File: src/rtl/mhpq_pkg.sv
// ----------------------------------------------------------------------------
// mhpq_pkg: shared types and constants for the min-heap priority queue
// Holds the parameter defaults, the request and status codes, and the
// command/status structs that pass between the controller and the datapath.
// ----------------------------------------------------------------------------
package mhpq_pkg;

    // Parameter defaults
    localparam int CAPACITY_DEF = 256;
    localparam int KEY_BITS_DEF = 32;
    localparam int ID_BITS_DEF  = 9;

    // Request opcodes
    localparam logic OP_INSERT = 1'b0;
    localparam logic OP_REMOVE = 1'b1;

    // Result status codes
    localparam logic [1:0] ST_OK    = 2'd0;
    localparam logic [1:0] ST_FULL  = 2'd1;
    localparam logic [1:0] ST_EMPTY = 2'd2;

    // Controller to datapath commands
    typedef struct packed {
        logic take;     // latch the incoming request
        logic up_rd;    // sift up: read parent, or place at root
        logic up_cmp;   // sift up: compare with parent and move
        logic rm_load;  // remove: capture root and last entry
        logic dn_rd;    // sift down: read children, or place at leaf
        logic dn_cmp;   // sift down: compare with smaller child and move
        logic emit;     // load the output register
    } cmd_t;

    // Datapath to controller status
    typedef struct packed {
        logic op_remove; // incoming request is a remove
        logic full;      // heap holds CAPACITY entries
        logic empty;     // heap holds no entries
        logic at_root;   // sift-up position is the root
        logic up_less;   // carried entry is less than its parent
        logic leaf;      // sift-down position has no children
        logic dn_less;   // smaller child is less than the carried entry
        logic out_free;  // output register can take a result
    } stat_t;

endpackage

File: src/rtl/mhpq_ctrl.sv
// ----------------------------------------------------------------------------
// mhpq_ctrl: request sequencer
// Walks one request through take, sift up or sift down, and result hand-off.
// ----------------------------------------------------------------------------
module mhpq_ctrl
    import mhpq_pkg::*;
(
    input  logic  aclk,
    input  logic  aresetn,
    input  logic  s_valid,
    output logic  s_ready,
    input  stat_t stat,
    output cmd_t  cmd
);

    localparam logic [2:0] S_IDLE   = 3'd0;
    localparam logic [2:0] S_UP_RD  = 3'd1;
    localparam logic [2:0] S_UP_CMP = 3'd2;
    localparam logic [2:0] S_RM_LD  = 3'd3;
    localparam logic [2:0] S_DN_RD  = 3'd4;
    localparam logic [2:0] S_DN_CMP = 3'd5;
    localparam logic [2:0] S_DONE   = 3'd6;

    logic [2:0] state_reg;
    logic [2:0] state_next;

    assign s_ready = (state_reg == S_IDLE);

    // Next state and commands
    always_comb begin
        state_next = state_reg;
        cmd        = '0;
        case (state_reg)
            S_IDLE: begin
                if (s_valid) begin
                    cmd.take = 1'b1;
                    if (stat.op_remove) begin
                        state_next = stat.empty ? S_DONE : S_RM_LD;
                    end else begin
                        state_next = stat.full ? S_DONE : S_UP_RD;
                    end
                end
            end
            S_UP_RD: begin
                cmd.up_rd  = 1'b1;
                state_next = stat.at_root ? S_DONE : S_UP_CMP;
            end
            S_UP_CMP: begin
                cmd.up_cmp = 1'b1;
                state_next = stat.up_less ? S_UP_RD : S_DONE;
            end
            S_RM_LD: begin
                cmd.rm_load = 1'b1;
                state_next  = S_DN_RD;
            end
            S_DN_RD: begin
                cmd.dn_rd  = 1'b1;
                state_next = stat.leaf ? S_DONE : S_DN_CMP;
            end
            S_DN_CMP: begin
                cmd.dn_cmp = 1'b1;
                state_next = stat.dn_less ? S_DN_RD : S_DONE;
            end
            S_DONE: begin
                if (stat.out_free) begin
                    cmd.emit   = 1'b1;
                    state_next = S_IDLE;
                end
            end
            default: begin
                state_next = S_IDLE;
            end
        endcase
    end

    always_ff @(posedge aclk) begin
        if (!aresetn) begin
            state_reg <= S_IDLE;
        end else begin
            state_reg <= state_next;
        end
    end

`ifndef SYNTHESIS
    a_take_only_idle: assert property (@(posedge aclk) disable iff (!aresetn)
        cmd.take |-> state_reg == S_IDLE)
        else $error("request taken outside idle");
    a_done_returns: assert property (@(posedge aclk) disable iff (!aresetn)
        cmd.emit |=> state_reg == S_IDLE)
        else $error("emit did not return to idle");
    a_one_cmd: assert property (@(posedge aclk) disable iff (!aresetn)
        $onehot0(cmd))
        else $error("more than one command active");
`endif

endmodule

File: config.mk
export PLATFORM = sky130hd
export DESIGN_NAME = mhpq_ctrl
export DESIGN_NICKNAME = d
export VERILOG_FILES = /design/src/rtl/mhpq_pkg.sv /design/src/rtl/mhpq_ctrl.sv
export SDC_FILE = /design/constraint.sdc
export NUM_CORES = 1
export LEC_CHECK = 0
export BUFFER_PORTS_ARGS = -buffer_cell sky130_fd_sc_hd__buf_4
export CORE_AREA = 3 3 40 42
export DETAILED_ROUTE_END_ITERATION = 8
export DIE_AREA = 0 0 43 45
export PLACE_DENSITY = 0.56
export REMOVE_ABC_BUFFERS = 1
export SYNTH_ARGS = -nofsm -noshare
export SYNTH_HDL_FRONTEND = slang
export SYNTH_SLANG_ARGS = --single-unit
export TNS_END_PERCENT = 1
File: constraint.sdc
create_clock -name aclk -period 2 [get_ports aclk]
set_clock_uncertainty 0.2 [all_clocks]
set_input_delay 0.2 -clock aclk [delete_from_list [all_inputs] [get_ports aclk]]
set_output_delay 0.2 -clock aclk [all_outputs]
set_load 0.005 [all_outputs]
# Word level (Yosys, flattened, before mapping)
# Index checks and enable logic that the tools add are counted.
[totals] ff_bits=3 inputBits=11 out_inout_bits=8 word_cells=30
[op_classes] eq_ne=8 n_mux=19 n_reduce_logical=2
[ops] cell="3-bit 2-to-1 mux" count=7
[ops] cell="3-bit one-hot mux with 7 select lines" count=1
[ops] cell="3-bit equality test (second input constant)" count=3
[ops] cell="1-bit 2-to-1 mux" count=9
[ops] cell="3-bit by 2-bit equality test with 1-bit output (second input constant)" count=2
[ops] cell="2-bit 2-to-1 mux" count=2
[ops] cell="2-bit inequality test (second input constant)" count=2
[ops] cell="3-bit by 1-bit equality test with 1-bit output (second input constant)" count=1
[ops] cell="3-bit logical NOT" count=1
[ops] cell="2-bit AND reduction" count=1

# Logic depth before layout (Yosys ltp)
# Gate-level depths: netlist (run 1).
[logic_depth] depth_word=4 depth_mapped=4 depth_no_buf=3

# Worst setup path before layout (run 1)
# Ideal clock, no wire load.
[synth_path] path_kind="register to register" startpoint="register state_reg[2]" endpoint="register state_reg[1]" setup_time_ns=0.125 t_arrival_ns=1.014 t_required_ns=1.675 slack_ns=0.661 path_stages_with_launch=4 n_path_buf=0 synth_period_minus_slack_ns=1.339 cell_sequence="dfxtp_1 or4_4 nand3_2 o21ai_2"
[synth_between] elab_chain_cells=3 elab_cells_between_ends=11 cone_classes="eq/ne: 8; mux: 1; reduce/logical: 2"
[synth_lines] item="from (decl)" line_no="mhpq_ctrl.sv:24" source="logic [2:0] state_reg;"
[synth_lines] item="from (signal assigned)" line_no="mhpq_ctrl.sv:80" source="state_reg <= state_next;"
[synth_lines] item="3-bit equality test or 3-bit logical NOT (tied branches)" line_no="mhpq_ctrl.sv:33" source="case (state_reg)"
[synth_lines] item="2-bit inequality test (no source line)"
[synth_lines] item="2-bit AND reduction (no source line)"
# Parallel ways exist; a longest one is shown, timed or not.
# A chain may end at the register's enable or synchronous reset.

==> metrics.txt, run 1 <==
initial antenna violation count 0; Yosys reg bits 3; Post-synth EDFFs 0; Critical Path AT approximately 1.4 ns; top cells by area, synth dfxtp_1 19%, nor3b_1 9.6%, and3b_1 5.6%; DR iter-0 viols 0; share of the synthesized area in the top cell type a little under a fifth; Pwr Density about 1100 mW/mm^2; Final Wtd Congestion roughly 0.7; # hold bufs at CTS 0; ant diodes 0; top_reg_cell synth dfxtp_1; Worst R2R Start state_reg[2]$_SDFFE_PN0P_; Clk pin slew, worst setup/hold paths around 0.04 ns; # port buffers 18; CP Class reg -> out; post-route ant nets 0; Num CTS Buffers 3; clock root cell clkbuf_4; Worst Reg-to-Reg Cells 3; Worst Setup EP cmd[0]; status finished, final reports clean; HP Class in -> reg; Hold Vio Cnt, Final 0; die height around 45 um; CP Max Fanout 16; num rows 13; CTS max path bufs 2; final worst path period share 90.2%; Initial Utilization between 20% and 30%; Final Slew Violations 0; top cells by count, synth 4 x nor3b_1, 3 x buf_2, 3 x dfxtp_1; CP startpoint state_reg[1]$_SDFFE_PN0P_; sequential element share of the synthesized area between 10% and 20%; Mapped Cells 37; WP data required approximately 1.6 ns; drt pass-1 iters 1; slew margin rel. roughly two thirds; multiplexer share of the synthesized area about 3.2%; Setup-failing EPs final 0; residual DRC count 0; # clock sinks 3; final-stage net count between 60 and 70; Ys Warns 0; Die Width approximately 43 um; synthesized area 314 um^2; vias in the first global route ~330; H-tree levels 1; Setup Total Neg Slack 0 ns; number of gates resized after cts 0; FMAX roughly 550 MHz; syn avg cell area approximately 8.5 um^2; Compound-Gate Fraction of Synth Area approximately 23%; max reg flops 3; layout cells sized above 1 between 40% and 50%; Post-Synth Simple-Gate Area roughly half; largest family of logic cells by synthesized area simple AND/OR/NAND/NOR gates; gr usage total 9.89%; top-count cell post-synth nor3b_1; vias per std cell between 4 and 5; startpoint types flip-flop; Hold WS just under 0.04 ns; largest net degree at the start of global routing 17; via count around 340; wire length per cell about 12 um; Setup Fix Bufs, Post-CTS 0; CP Capture Type output pin; R2R setup slack 0.45 ns; post-synthesis adder-cell area fraction 0%; Fillers around 150; Worst-Margin Slew a little over 0.5 ns; post-synth top area cell dfxtp_1; CTS tree done; XOR/XNOR Fraction of Synth Area 0%; wire length of the first global-routing pass 1410 um; post-route minimum period ~1.8 ns; full die area between 0.0015 and 0.002 mm^2; drt total wl about 830 um; synth unique cells 27; total gr overflow 0; Max IR drop VDD between 0.4 and 0.5 mV; maxcap violations 0; I/O pins 19; RSZ-0062 raised after global routing no; Core Box Area 0.00128 mm^2; worst r2r dst state_reg[0]$_SDFFE_PN0P_; Leak approximately 0.00021 uW; Area Growth Syn to Fin 52.6%; FFs w/ async S/R, synth 0%; clk_lat worst skew 0.23 ns
cell type report:
cell class                 instances  area [um^2]  share of cell area, %
sequential                         3         60.1                   12.5
multi-input combinational         31          239                   49.9
timing repair buffer              18          135                   28.2
tap                               15         18.8                   3.92
clock buffer                       4         26.3                   5.48
power breakdown:
part	switching (uW)	total (uW)	internal, uW
clock	31.0	106	74.8
sequential	86.9	170	83.0
combinational	98.2	271	173
total	216	546	330
critical path, stage by stage (launching register included):
cell	delay, ns
dfxtp_1	0.62
nand2_1	0.18
nor3b_1	0.22
buf_4	0.14
logic make-up (layout without fill, tap and decap cells):
group           count (synthesis)  count (layout)
buf+inv                         3              22
mux                             1               1
compound gates                  9               9
flops                           3               3
simple gates                   21              21
worst min-delay path by stage:
stage                     startpoint                         to  slack, ns  depth (start not counted)
after floorplan              aresetn  state_reg[1]$_SDFFE_PN0P_       0.14                          2
after global placement       aresetn  state_reg[1]$_SDFFE_PN0P_       0.27                          3
after detailed placement     aresetn  state_reg[1]$_SDFFE_PN0P_       0.27                          3
after CTS                    aresetn  state_reg[1]$_SDFFE_PN0P_       0.03                          3
after global routing         aresetn  state_reg[0]$_SDFFE_PN0P_       0.03                          3
final                        aresetn  state_reg[1]$_SDFFE_PN0P_       0.04                          3
layer usage:
| metal | vias up | global-route usage (%) | share of wire, % |
|---|---|---|---|
| li1 | 182 | - | - |
| met1 | 144 | 13.2 | 51 |
| met2 | 13 | 12.9 | 39 |
| met3 | 0 | 5.98 | 9.5 |
| met4 | 0 | 3.61 | 0 |
| met5 | - | 0 | 0 |
cell usage in the layout (no fill, tap or decap):
cell,synthesis,layout
clkbuf_4,0,3
and2_1,2,2
nor2b_1,1,1
o21ai_2,1,1
nor2_1,1,1
nand3b_1,1,1
o31ai_1,1,1
o2111a_1,1,1
o32ai_1,1,1
nor4b_1,1,1
a31oi_1,1,1
a21oi_1,1,1
buf_4,0,18
or3b_1,1,1
nand3_2,1,1
mux2i_1,1,1
or2b_1,1,1
a21oi_2,1,1
nand2_1,2,2
o211ai_1,1,1
nor3b_1,4,4
dfxtp_1,3,3
a21o_1,1,1
or4_4,1,1
nor3_2,1,1
or3_1,1,1
nor4bb_1,1,1
clkbuf_1,0,1
and3b_1,2,2
through the flow:
step           cells  setup slack (ns)  total power [uW]  cell area (um^2)  utilization (%)
6_report          71             0.197               546               479             37.3
5_1_grt           71            0.0899               604               479             37.3
3_5_place_dp      67             0.462               442               453             35.2
3_3_place_gp      67             0.471               442               453             35.2
4_1_cts           71             0.205               554               479             37.3
2_1_floorplan     34             0.564               312               299                -
No activity file was read; power rests on OpenSTA's default activity.
==> run 2, diff against run 1 <==
Settings changed: RECOVER_POWER set to 25.
==> metrics.txt, run 2 (synthesized netlist as in run 1, its figures left out) <==
status finished, final reports clean (unchanged); CP Capture Type output pin (unchanged); largest net degree at the start of global routing 17 (unchanged); residual DRC count 0 (unchanged); final worst path period share 88.2% (was 90.2%); most frequent cells in the layout 18 x buf_4, 4 x nor3b_1, 3 x clkbuf_4, 3 x dfxtp_1 (unchanged); clk_lat worst skew 0.23 ns (about the same); startpoint types flip-flop (unchanged); vias per std cell 4.92 (was 4.77); max reg flops 3 (unchanged); full die area 0.00194 mm^2 (unchanged); final worst slack 0.235 ns (was 0.197 ns); wire length of the first global-routing pass 1410 um (unchanged); final-stage net count 68 (unchanged); R2R setup slack 0.45 ns (about the same); Setup Total Neg Slack 0 ns (unchanged); CTS tree done (unchanged); I/O pins 19 (unchanged); slew margin rel. 67.7% (was 66.3%); Leak 0.000208 uW (was 0.000209 uW); H-tree levels 1 (unchanged); CTS max path bufs 2 (unchanged); Setup Fix Bufs, Post-CTS 0 (unchanged); FMAX 567 MHz (was 555 MHz); Final Slew Violations 0 (unchanged); WP data required 1.60 ns (about the same); Setup-failing EPs final 0 (unchanged); die height 45 um (unchanged); initial antenna violation count 0 (unchanged); # port buffers 18 (unchanged); Pwr Density 1130 mW/mm^2 (was 1140 mW/mm^2); DR iter-0 viols 2 (was 0); post-route minimum period 1.76 ns (was 1.80 ns); Core Box Area 0.00128 mm^2 (unchanged); post-route ant nets 0 (unchanged); wire length per cell 11.6 um (was 11.7 um); layout cells sized above 1 42.9% (was 46.4%); Worst-Margin Slew 0.485 ns (was 0.504 ns); drt pass-1 iters 4 (was 1); worst hold path depth 3 (unchanged); via count 349 (was 339); number of gates resized after cts 0 (unchanged); Worst Reg-to-Reg Cells 3 (unchanged); Clk pin slew, worst setup/hold paths 0.04 ns (about the same); maxcap violations 0 (unchanged); drt total wl 824 um (was 834 um); HP Class in -> reg (unchanged); total gr overflow 0 (unchanged); most common cell after layout, fill and taps aside buf_4 (unchanged); Critical Path AT 1.36 ns (was 1.40 ns); CP Class reg -> out (unchanged); ant diodes 0 (unchanged); RSZ-0062 raised after global routing no (unchanged); # clock sinks 3 (unchanged); gr usage total 9.89% (unchanged); clock root cell clkbuf_4 (unchanged); vias in the first global route 326 (unchanged); Final Power 531 uW (was 546 uW); # hold bufs at CTS 0 (unchanged); Post-Place Setup Slack 0.462 ns (unchanged); CP Max Fanout 16 (unchanged); num rows 13 (unchanged); Die Width 43 um (unchanged); Max IR drop VDD 0.433 mV (was 0.438 mV); Num CTS Buffers 3 (unchanged); Initial Utilization 24.4% (unchanged); Hold Vio Cnt, Final 0 (unchanged); Area Growth Syn to Fin 50.2% (was 52.6%); Final Wtd Congestion 0.698 (unchanged)
run 2: cell counts in the layout (fill, tap and decap cells not counted):
No cell type changed its count.
run 2: stage by stage:
stage               instance area (um^2)  utilization (%)  cells  hold slack, ns
floorplan                            299                -     34           0.137
detailed placement                   453             35.2     67           0.269
global placement                     453             35.2     67           0.273
CTS                                  479             37.3     71          0.0280
finish                               472             36.7     71          0.0366
global route                         472             36.7     71          0.0417
run 2: layout make-up:
class	instances	area [um^2]
Clock buffer	4	26.3
Sequential cell	3	60.1
Timing Repair Buffer	18	135
Fill cell	151	813
Tap cell	15	18.8
Multi-Input combinational cell	31	231
run 2: final timing paths:
kind                                                start                         to
worst max register to register  state_reg[2]$_SDFFE_PN0P_  state_reg[1]$_SDFFE_PN0P_
worst max-delay path            state_reg[1]$_SDFFE_PN0P_                     cmd[0]
worst min-delay path                              aresetn  state_reg[1]$_SDFFE_PN0P_
worst min register to register  state_reg[2]$_SDFFE_PN0P_  state_reg[2]$_SDFFE_PN0P_
run 2: critical path: stages (launching register included):
cell and delay, ns:
dfxtp_1 0.60, nand2_1 0.18, nor3b_1 0.22, buf_4 0.14
run 2: power breakdown:
part           switching [uW]  internal [uW]  total [uW]
logic                    95.5            164         260
clock network            31.6           74.8         106
registers                81.6           83.0         165
total                     209            322         531
run 2: routing by layer:
metal,track usage [%],vias to the layer above,routed length [um]
met1,13.2,147,400
met3,5.98,0,91
li1,-,182,-
met4,3.61,0,0
met5,0,-,0
met2,12.9,20,332
